===== config.mk =====
export PLATFORM = sky130hd
export DESIGN_NAME = genome_crossover_mutation
export DESIGN_NICKNAME = d
export VERILOG_FILES = /design/src/hdl/gcm_pkg.sv /design/src/hdl/gcm_dpath.sv /design/src/hdl/gcm_ctrl.sv /design/src/hdl/genome_crossover_mutation.sv
export SDC_FILE = /design/constraint.sdc
export NUM_CORES = 2
export LEC_CHECK = 0
export ABC_AREA = 1
export BUFFER_PORTS_ARGS = -buffer_cell sky130_fd_sc_hd__buf_2
export CORE_UTILIZATION = 45
export CTS_CLUSTER_DIAMETER = 30
export CTS_CLUSTER_SIZE = 20
export DETAILED_ROUTE_END_ITERATION = 8
export HOLD_SLACK_MARGIN = 0.12
export PLACE_DENSITY = 0.59
export SLEW_MARGIN = 20
export SYNTH_ARGS = -nofsm -noshare
export SYNTH_HDL_FRONTEND = slang
export SYNTH_SLANG_ARGS = --single-unit
export TNS_END_PERCENT = 5

===== constraint.sdc =====
create_clock -name clk_i -period 14.49 [get_ports clk_i]
set_clock_uncertainty 0.2 [all_clocks]
set_input_delay 1.449 -clock clk_i [delete_from_list [all_inputs] [get_ports clk_i]]
set_output_delay 1.449 -clock clk_i [all_outputs]
set_load 0.03 [all_outputs]

===== src/hdl/gcm_pkg.sv =====
package gcm_pkg;

  // Word geometry and register map
  localparam int unsigned ChromBits      = 64;
  localparam int unsigned ShiftW         = $clog2(ChromBits);
  localparam int unsigned RoundsW        = 5;
  localparam int unsigned DefMaxRounds   = 16;
  localparam logic [RoundsW-1:0] ResetRounds = RoundsW'(6);
  localparam logic [ChromBits-1:0] ResetSeed = ChromBits'(1);

  localparam logic [0:0] RegRngSeed = 1'b0;
  localparam logic [0:0] RegMutRounds = 1'b1;

  // xorshift64* constants
  localparam logic [63:0] XsMult = 64'h2545_F491_4F6C_DD1D;
  localparam int unsigned XsShiftA = 12;
  localparam int unsigned XsShiftB = 25;
  localparam int unsigned XsShiftC = 27;

  // What the datapath does with one finished draw
  typedef enum logic [2:0] {
    OP_RECIPE_L,
    OP_RECIPE_R,
    OP_XO_SHIFT,
    OP_XO_MOTHER,
    OP_XO_FATHER,
    OP_SEX_SELECT,
    OP_MUT_L,
    OP_MUT_R
  } op_e;

  typedef struct packed {
    logic load;       // latch a new input word, clear mutation masks
    logic step;       // advance the generator, issue one draw
    logic use_draw;   // consume the draw at the pipeline end
    op_e  op;
    logic mut_first;  // first draw of a mutation mask
    logic out_load;   // move the finished word to the output register
  } cmd_t;

  typedef struct packed {
    logic draw_valid;
  } status_t;

endpackage


===== src/hdl/gcm_dpath.sv =====
module gcm_dpath (
  input  logic                       clk_i,
  input  logic                       rst_ni,
  input  logic                       seed_we_i,
  input  logic [gcm_pkg::ChromBits-1:0] seed_i,
  input  gcm_pkg::cmd_t              cmd_i,
  output gcm_pkg::status_t           status_o,
  input  logic [gcm_pkg::ChromBits-1:0] mother_left_i,
  input  logic [gcm_pkg::ChromBits-1:0] mother_right_i,
  input  logic [gcm_pkg::ChromBits-1:0] father_left_i,
  input  logic [gcm_pkg::ChromBits-1:0] father_right_i,
  input  logic [gcm_pkg::ChromBits-1:0] recipe_code_i,
  input  logic [gcm_pkg::ChromBits-1:0] recipe_mask_i,
  output logic [gcm_pkg::ChromBits-1:0] child_left_o,
  output logic [gcm_pkg::ChromBits-1:0] child_right_o
);
  import gcm_pkg::*;

  localparam logic [31:0] MultLo = XsMult[31:0];
  localparam logic [31:0] MultHi = XsMult[63:32];

  logic [63:0] rng_q, rng_next;
  logic [63:0] x1_q;
  logic [63:0] pll2_q, pll3_q, pll4_q;
  logic [31:0] xh2_q, xl2_q, xh3_q;
  logic [31:0] c1_3_q, c1_4_q, c2_4_q;
  logic [63:0] draw_q;
  logic [4:1]  v_q;
  logic        dv_q;

  logic [ChromBits-1:0] ml_in_q, mr_in_q, fl_in_q, fr_in_q, code_q, rmask_q;
  logic [ChromBits-1:0] left_q, right_q, mut_l_q, mut_r_q;
  logic [ChromBits-1:0] out_l_q, out_r_q;
  logic [ShiftW-1:0]    shift_q;
  logic [ChromBits-1:0] xo_mask;

  // xorshift step
  always_comb begin
    rng_next = rng_q ^ (rng_q >> XsShiftA);
    rng_next = rng_next ^ (rng_next << XsShiftB);
    rng_next = rng_next ^ (rng_next >> XsShiftC);
  end

  // Crossover mask: ones above the cut, flipped on an even draw
  always_comb begin
    xo_mask = {ChromBits{1'b1}} << shift_q;
    if (!draw_q[0]) begin
      xo_mask = ~xo_mask;
    end
  end

  // Generator state and valid chain
  always_ff @(posedge clk_i or negedge rst_ni) begin
    if (!rst_ni) begin
      rng_q <= ResetSeed;
      v_q   <= '0;
      dv_q  <= 1'b0;
    end else begin
      if (seed_we_i) begin
        rng_q <= (seed_i == '0) ? ResetSeed : seed_i;
      end else if (cmd_i.step) begin
        rng_q <= rng_next;
      end
      v_q  <= {v_q[3:1], cmd_i.step};
      dv_q <= v_q[4];
    end
  end

  // xorshift64* product, low 64 bits; three partial products in successive stages
  always_ff @(posedge clk_i) begin
    x1_q   <= rng_next;
    pll2_q <= 64'(x1_q[31:0]) * 64'(MultLo);
    xl2_q  <= x1_q[31:0];
    xh2_q  <= x1_q[63:32];
    c1_3_q <= xl2_q * MultHi;
    xh3_q  <= xh2_q;
    pll3_q <= pll2_q;
    c2_4_q <= xh3_q * MultLo;
    c1_4_q <= c1_3_q;
    pll4_q <= pll3_q;
    draw_q <= {pll4_q[63:32] + c1_4_q + c2_4_q, pll4_q[31:0]};
  end

  // Working registers
  always_ff @(posedge clk_i) begin
    if (cmd_i.load) begin
      ml_in_q <= mother_left_i;
      mr_in_q <= mother_right_i;
      fl_in_q <= father_left_i;
      fr_in_q <= father_right_i;
      code_q  <= recipe_code_i;
      rmask_q <= recipe_mask_i;
      mut_l_q <= '0;
      mut_r_q <= '0;
    end else if (cmd_i.use_draw && dv_q) begin
      unique case (cmd_i.op)
        OP_RECIPE_L:   left_q  <= code_q ^ (draw_q & rmask_q);
        OP_RECIPE_R:   right_q <= code_q ^ (draw_q & rmask_q);
        OP_XO_SHIFT:   shift_q <= draw_q[ShiftW-1:0];
        OP_XO_MOTHER:  left_q  <= (ml_in_q & xo_mask) | (mr_in_q & ~xo_mask);
        OP_XO_FATHER:  right_q <= (fl_in_q & xo_mask) | (fr_in_q & ~xo_mask);
        OP_SEX_SELECT: right_q <= draw_q[0] ? fr_in_q : fl_in_q;
        OP_MUT_L:      mut_l_q <= cmd_i.mut_first ? draw_q : (mut_l_q & draw_q);
        OP_MUT_R:      mut_r_q <= cmd_i.mut_first ? draw_q : (mut_r_q & draw_q);
        default:       shift_q <= shift_q;
      endcase
    end
    if (cmd_i.out_load) begin
      out_l_q <= left_q ^ mut_l_q;
      out_r_q <= right_q ^ mut_r_q;
    end
  end

  assign status_o.draw_valid = dv_q;
  assign child_left_o        = out_l_q;
  assign child_right_o       = out_r_q;

endmodule


===== src/hdl/gcm_ctrl.sv =====
module gcm_ctrl #(
  parameter int unsigned MaxRounds = gcm_pkg::DefMaxRounds
) (
  input  logic                       clk_i,
  input  logic                       rst_ni,
  input  logic                       rounds_we_i,
  input  logic [gcm_pkg::RoundsW-1:0] rounds_i,
  input  logic                       in_valid_i,
  output logic                       in_ready_o,
  input  logic                       kind_i,
  input  logic                       sex_chromosome_i,
  output logic                       out_valid_o,
  input  logic                       out_ready_i,
  output gcm_pkg::cmd_t              cmd_o,
  input  gcm_pkg::status_t           status_i
);
  import gcm_pkg::*;

  localparam int unsigned CntW = $clog2(4 + 2 * MaxRounds + 1);

  typedef enum logic [1:0] {
    ST_IDLE,
    ST_RUN,
    ST_FINISH
  } state_e;

  state_e              state_q;
  logic [RoundsW-1:0]  rounds_q;
  logic [CntW-1:0]     issue_q, cons_q, total_q, base_q;
  logic                kind_q, sex_q, out_valid_q;
  logic [CntW-1:0]     rounds_eff, base_d, mut_idx;
  logic                accept, out_load;

  assign accept   = in_valid_i && (state_q == ST_IDLE);
  assign out_load = (state_q == ST_FINISH) && (!out_valid_q || out_ready_i);

  always_comb begin
    if (int'(rounds_q) > int'(MaxRounds)) begin
      rounds_eff = CntW'(MaxRounds);
    end else begin
      rounds_eff = CntW'(rounds_q);
    end
    base_d = sex_chromosome_i ? CntW'(3) : CntW'(4);
  end

  // Map the draw index onto its use
  always_comb begin
    mut_idx         = cons_q - base_q;
    cmd_o.load      = accept;
    cmd_o.step      = (state_q == ST_RUN) && (issue_q != total_q);
    cmd_o.use_draw  = status_i.draw_valid;
    cmd_o.out_load  = out_load;
    cmd_o.mut_first = (mut_idx < CntW'(2));
    cmd_o.op        = OP_XO_SHIFT;
    if (kind_q) begin
      cmd_o.op = (cons_q == '0) ? OP_RECIPE_L : OP_RECIPE_R;
    end else if (cons_q == CntW'(0)) begin
      cmd_o.op = OP_XO_SHIFT;
    end else if (cons_q == CntW'(1)) begin
      cmd_o.op = OP_XO_MOTHER;
    end else if (cons_q == CntW'(2)) begin
      cmd_o.op = sex_q ? OP_SEX_SELECT : OP_XO_SHIFT;
    end else if (cons_q == CntW'(3) && !sex_q) begin
      cmd_o.op = OP_XO_FATHER;
    end else begin
      cmd_o.op = mut_idx[0] ? OP_MUT_R : OP_MUT_L;
    end
  end

  always_ff @(posedge clk_i or negedge rst_ni) begin
    if (!rst_ni) begin
      state_q     <= ST_IDLE;
      rounds_q    <= ResetRounds;
      issue_q     <= '0;
      cons_q      <= '0;
      total_q     <= '0;
      base_q      <= '0;
      kind_q      <= 1'b0;
      sex_q       <= 1'b0;
      out_valid_q <= 1'b0;
    end else begin
      if (rounds_we_i) begin
        rounds_q <= rounds_i;
      end
      if (out_load) begin
        out_valid_q <= 1'b1;
      end else if (out_ready_i) begin
        out_valid_q <= 1'b0;
      end
      unique case (state_q)
        ST_IDLE: begin
          if (accept) begin
            kind_q  <= kind_i;
            sex_q   <= sex_chromosome_i;
            base_q  <= base_d;
            total_q <= kind_i ? CntW'(2) : (base_d + (rounds_eff << 1));
            issue_q <= '0;
            cons_q  <= '0;
            state_q <= ST_RUN;
          end
        end
        ST_RUN: begin
          if (cmd_o.step) begin
            issue_q <= issue_q + CntW'(1);
          end
          if (status_i.draw_valid) begin
            cons_q <= cons_q + CntW'(1);
          end
          if (cons_q == total_q) begin
            state_q <= ST_FINISH;
          end
        end
        ST_FINISH: begin
          if (out_load) begin
            state_q <= ST_IDLE;
          end
        end
        default: state_q <= ST_IDLE;
      endcase
    end
  end

  assign in_ready_o  = (state_q == ST_IDLE);
  assign out_valid_o = out_valid_q;

endmodule


===== src/hdl/genome_crossover_mutation.sv =====
// Each word needs N generator draws: 2 for a recipe word, 3 or 4 plus twice the
// mutation rounds for breeding. A new word is accepted only when the controller is
// idle, after the last result has moved to the output register; one generator step a
// cycle, then a five-stage pipeline forms the xorshift64* product.
// Reset: generator state 1, mutation rounds 6, no word in flight, output empty.
module genome_crossover_mutation #(
  parameter int unsigned MAX_MUTATION_ROUNDS = gcm_pkg::DefMaxRounds
) (
  input  logic        clk_i,
  input  logic        rst_ni,
  // configuration writes
  input  logic        cfg_we_i,
  input  logic [0:0]  cfg_idx_i,
  input  logic [63:0] cfg_wdata_i,
  // input word
  input  logic        in_valid_i,
  output logic        in_ready_o,
  input  logic        kind_i,
  input  logic [63:0] mother_left_i,
  input  logic [63:0] mother_right_i,
  input  logic [63:0] father_left_i,
  input  logic [63:0] father_right_i,
  input  logic        sex_chromosome_i,
  input  logic [63:0] recipe_code_i,
  input  logic [63:0] recipe_mask_i,
  // result word
  output logic        out_valid_o,
  input  logic        out_ready_i,
  output logic [63:0] child_left_o,
  output logic [63:0] child_right_o
);
  import gcm_pkg::*;

  cmd_t    cmd;
  status_t status;
  logic    seed_we, rounds_we;

  // Decode the register index; a seed write reloads the generator at once
  assign seed_we   = cfg_we_i && (cfg_idx_i == RegRngSeed);
  assign rounds_we = cfg_we_i && (cfg_idx_i == RegMutRounds);

  // Controller: hold the handshakes, count draws issued and consumed, and tag each
  // draw with its use (recipe words, crossover cut, crossover flip, sex select, mask rounds).
  gcm_ctrl #(
    .MaxRounds(MAX_MUTATION_ROUNDS)
  ) u_ctrl (
    .clk_i           (clk_i),
    .rst_ni          (rst_ni),
    .rounds_we_i     (rounds_we),
    .rounds_i        (cfg_wdata_i[RoundsW-1:0]),
    .in_valid_i      (in_valid_i),
    .in_ready_o      (in_ready_o),
    .kind_i          (kind_i),
    .sex_chromosome_i(sex_chromosome_i),
    .out_valid_o     (out_valid_o),
    .out_ready_i     (out_ready_i),
    .cmd_o           (cmd),
    .status_i        (status)
  );

  // Datapath: generator, product pipeline, crossover and mutation registers, and the
  // output register that lets the next word in while a result waits.
  gcm_dpath u_dpath (
    .clk_i         (clk_i),
    .rst_ni        (rst_ni),
    .seed_we_i     (seed_we),
    .seed_i        (cfg_wdata_i),
    .cmd_i         (cmd),
    .status_o      (status),
    .mother_left_i (mother_left_i),
    .mother_right_i(mother_right_i),
    .father_left_i (father_left_i),
    .father_right_i(father_right_i),
    .recipe_code_i (recipe_code_i),
    .recipe_mask_i (recipe_mask_i),
    .child_left_o  (child_left_o),
    .child_right_o (child_right_o)
  );

endmodule

[Word level (Yosys, flattened, before mapping)]
Cells that the tools add are included.
Storage, ports and cells
  register bits: 1386
  bits of input ports: 456
  output and inout port bits: 130
  word-level logic and storage cells: 144
Cells by class
  add/sub/neg operators: 6
  $mul: 3
  order comparisons: 2
  eq/ne operators: 19
  shift operators: 1
  muxes and demuxes: 31
  bitwise gates (word level): 19
  reduce and logical (&&, ||, !) cells: 27
Operators with widths (count)
  $and 64x64->64: 7
  $mux 64: 7
  $xor 64x64->64: 4
  $pmux 64 s3: 1
  $not 64->64: 2
  $or 64x64->64: 2
  $pmux 64 s2: 1
  $logic_not 64->1: 1
  $shl 64x6->64 const A: 1
  $xor 64x37->64: 1
  $xor 64x52->64: 1
  $mul 32x31->63 const B: 1
  $add 31x32->32: 1
  $add 32x32->32: 1
  $mul 32x30->32 const B: 1
  $mul 32x31->32 const B: 1
  $mux 6: 4
  $pmux 6 s2: 2
  $mux 3: 7
  $reduce_and 3->1: 6
  $add 6x1->6 const B: 2
  $eq 3x3->1 const B: 4
  $eq 6x2->1 const B: 2
  $reduce_bool 2->1: 4
  26 further kinds: 44

[Longest topological paths before layout]
  word-level depth: 10
  gate-level depth with buffers: 30
  depth with buffers taken out: 30

[Modules after synthesis]
A second synthesis with hierarchy kept.
Second synthesis, totals
  cells, all modules: 8241
  area total of the unflattened synthesis: 86384.1 um2
Modules (own cells, without submodules)
  gcm_dpath: times used 1, cells an instance 7974, area each 84441.0 um2, seq. area each 33758.6 um2
  gcm_ctrl: times used 1, cells an instance 263, area each 1925.6 um2, seq. area each 728.2 um2
  genome_crossover_mutation: times used 1, cells an instance 4, area each 17.5 um2, seq. area each 0.0 um2

[Worst setup path before layout]
OpenSTA, ideal clock, no wires.
  path kind: in2reg
  start point: input in_valid_i
  end point: register u_ctrl.base_q[1]
  setup time: 0.490 ns
  arrival: 9.568 ns
  data required time: 13.800 ns
  setup slack: 4.232 ns
  cell stages on the path: 4
  buffers on the path: 1
  cell sequence: nand2_1 -> clkbuf_1 -> inv_1 -> o21ai_0
RTL lines
  start: declaration: line genome_crossover_mutation.sv:16  | input logic in_valid_i,
  end signal: assignment: line gcm_ctrl.sv:95  | base_q <= base_d;
  end: declaration: line gcm_ctrl.sv:29  | logic [CntW-1:0] issue_q, cons_q, total_q, base_q;

[Worst setup path after layout]
  start point: register u_dpath.x1_q[12]
  end point: register u_dpath.pll2_q[27]
Between the ends
  cells in the longest elaborated chain, start to end: 1
Ends and longest elaborated chain
  start: declaration: line gcm_dpath.sv:23  | logic [63:0] x1_q;
  start signal: assignment: line gcm_dpath.sv:71  | x1_q <= rng_next;
  $mul 32x31->63: line gcm_dpath.sv:72  | pll2_q <= 64'(x1_q[31:0]) * 64'(MultLo);
  end signal: assignment: line gcm_dpath.sv:72
  end: declaration: line gcm_dpath.sv:24  | logic [63:0] pll2_q, pll3_q, pll4_q;
No other way between the ends.
A chain may end at the register's enable or synchronous reset.

==> reports/results.tsv <==
metric	value	unit
max_freq	133	MHz
clkSinkCount	1375	
grt_pass1_vias	62900	
startpoint_type	flop	
arrival	8.12	ns
cts_setup_buffers	0	
crit_type	flop to flop	
holdWs	0.118	ns
max_slew_margin	22.9	%
final_antenna_net_count	0	
ys_ff_latch	1375	
regArea	34500	sq um
yosys_warnings	0	
drive_gt1_share	13.1	%
post_cts_resize_count	0	
tightestPinTransition	1.15	ns
holdCritPathClass	flop to flop	
period_needed	7.53	ns
antenna_found_initial	21	
synthTopCellsByCount	inv_1, nand2_1, fa_1	
dp_hpwl	226000	um
area_delta_synth_final	19.6	%
crit_fanout	11	
die_x	440	um
hold_viol	0	
rrSetupSlack	6.96	ns
ys.flop_type	edfxtp_1	
synth_area_leaders	edfxtp_1, fa_1, dfxtp_1, ha_1, inv_1	
crit_path_end_kind	flop	
nNetsFinal	11200	
regToRegEndpoint	u_dpath.pll2_q[27]	
die-area	193000	sq um
multi_input_area	44400	sq um
port_buffers	585	
viasPerCell	5.12	
drtIter0Drc	4183	
grt_max_degree	91	
grt_setup_unrepaired	false	
synthesis.area	86200	sq um
synth_most_common_cell	inv_1	
grt_pass1_wl	413000	um
num-fill-cells	16900	
clk_root_buffer_cell	clkbuf_16	
wirelength	284000	um
synthDistinctLibCells	57	
post-route-drc-count	0	
clk_pin_slew	0.05	ns
ys_seq_area_share	40.0	%
setup_viol	0	
synth_cells	8222	
drtPass1Iterations	6	
r2r_cells	20	
critPathCapture	u_dpath.pll2_q[27]	
maxCapViolCount	0	
routedWlPerCell	23.9	um
syn_nets	10300	
gr-total-overflow	0	
numCtsBuffers	321	
status	finished clean	
avgSynthCellArea	10.5	sq um
cts_tree	yes	
fin_tns_setup	0	ns
synth_top_area_share	22.5	%
yosysTopAreaCell	edfxtp_1	
insertion_delay	0.94	ns
grtUsageTotal	29.3	%
timing.final.crit_share	52.0	%
gp_congestion	0.990	
dr_total_vias	60700	
cts-htree-levels	5	
fp-row-count	160	
async_flop_share	7.13	%
die_y	440	um
startpoint	u_dpath.x1_q[12]	
start_util	45.3	%
finalMaxSlewViolations	0	
coreArea	190000	sq um
reg2reg_from	u_dpath.x1_q[12]	
cp.required	15.07	ns
ios	586	
clk_path_buf_depth	4	
synth-edff-count	646	
## cell usage in the layout, fill, tap and decap left out, types with 18 or more instances in the layout
cell           instances
inv_1               1782
buf_4                 57
mux2i_1               29
inv_6                 30
fa_1                 855
clkbuf_1              39
a21o_1                18
buf_2                584
nor3_1               107
nand4_1               39
clkbuf_16            332
clkinv_4              21
o21ai_0              287
clkinv_2              45
nand2_1              878
ha_1                 763
nor2_1               662
o22ai_1               59
o21bai_1              18
clkbuf_8              36
nand3_1              144
o211ai_1             176
a21oi_1              214
dlygate4sd3_1         23
clkinvlp_4            23
dfxtp_1              630
edfxtp_1             646
xor2_1               336
xnor2_1              147
o31ai_1               25
o21ai_1               52
dfrtp_1               95
nor4_1                18
bufinv_16             25
diode_2               20
## critical path, cell delays in order, from the launching register on
cell	delay [ns]
dfxtp_1	0.93
fa_1	0.58
inv_1	0.09
fa_1	0.51
fa_1	0.49
fa_1	0.54
inv_1	0.05
fa_1	0.55
fa_1	0.42
fa_1	0.51
fa_1	0.41
ha_1	0.42
nand2_1	0.16
nor2_1	0.18
inv_1	0.08
nor2_1	0.13
inv_1	0.10
nor4_1	0.48
nand2_1	0.10
nand3_1	0.15
xor2_1	0.30
## metrics by stage
| stage | utilization, % | std cells | area, sq um | setup slack, ns |
|---|---|---|---|---|
| 3_3_place_gp | 48.4 | 11200 | 92100 | 6.91 |
| 2_1_floorplan | - | 8222 | 86200 | 4.23 |
| 6_report | 54.2 | 11900 | 103000 | 6.96 |
| 5_1_grt | 54.2 | 11900 | 103000 | 6.63 |
| 4_1_cts | 54.2 | 11800 | 103000 | 6.94 |
| 3_5_place_dp | 48.4 | 11200 | 92100 | 6.94 |
## routing by layer
layer	global-route usage, %	share of wire [%]	vias to the layer above
li1	-	-	28000
met1	39.3	43	30100
met2	47.3	46	2116
met3	4.45	6.1	485
met4	12.3	4.5	4
met5	0	0.010	-
## flip-flops by register name (all words and copies together), names as in the netlist, 32 cells and up
signal,cells
u_dpath.child_left_o,64
u_dpath.child_right_o,64
u_dpath.code_q,64
u_dpath.draw_q,64
u_dpath.fl_in_q,64
u_dpath.fr_in_q,64
u_dpath.left_q,64
u_dpath.ml_in_q,64
u_dpath.mr_in_q,64
u_dpath.mut_l_q,64
u_dpath.mut_r_q,64
u_dpath.right_q,64
u_dpath.rmask_q,64
u_dpath.rng_q,64
u_dpath.x1_q,64
u_dpath.pll2_q,61
u_dpath.pll3_q,61
u_dpath.pll4_q,61
u_dpath.c1_3_q,32
u_dpath.c1_4_q,32
u_dpath.c2_4_q,32
u_dpath.xh2_q,32
u_dpath.xh3_q,32
u_dpath.xl2_q,32
## cell type report
| class | instances | area share [%] |
|---|---|---|
| Tap cell | 2511 | 3.05 |
| Timing Repair Buffer | 664 | 3.47 |
| Inverter | 1789 | 6.52 |
| Clock inverter | 165 | 1.73 |
| Sequential cell | 1375 | 33.4 |
| Antenna cell | 20 | 0.0485 |
| Clock buffer | 407 | 8.68 |
| Multi-Input combinational cell | 4930 | 43.0 |
## repair_timing
item,in CTS,in global routing
hold endpoints to repair,22,1
endpoints found under the setup margin,0,0
hold buffers,22,1
## how the worst min path moves through the flow
| stage | startpoint | to | slack [ns] | depth (start not counted) |
|---|---|---|---|---|
| floorplan | u_dpath.c1_3_q[0] | u_dpath.c1_4_q[0] | 0.11 | 0 |
| global placement | u_dpath.pll3_q[33] | u_dpath.pll4_q[33] | 0.11 | 0 |
| detailed placement | u_dpath.pll4_q[26] | u_dpath.draw_q[26] | 0.11 | 0 |
| CTS | u_dpath.pll2_q[57] | u_dpath.pll3_q[57] | 0.12 | 0 |
| global route | u_dpath.pll2_q[20] | u_dpath.pll3_q[20] | 0.12 | 0 |
| finish | u_dpath.pll2_q[57] | u_dpath.pll3_q[57] | 0.12 | 0 |
## cell families (layout without fill, tap and decap cells)
logic type      Yosys count  count (layout)  synth area share, %
compound gates          896             896                 6.13
xor+xnor                483             483                 4.91
fa+ha+maj              1618            1618                 30.9
buf+inv                1917            3025                 8.61
flops                  1375            1375                 40.0
mux                      30              30                0.350
other cells               0              20                    0
simple gates           1903            1903                 9.09
Power is not shown: default switching activity piles up to over one toggle a cycle in this logic, so the estimate is an artifact.
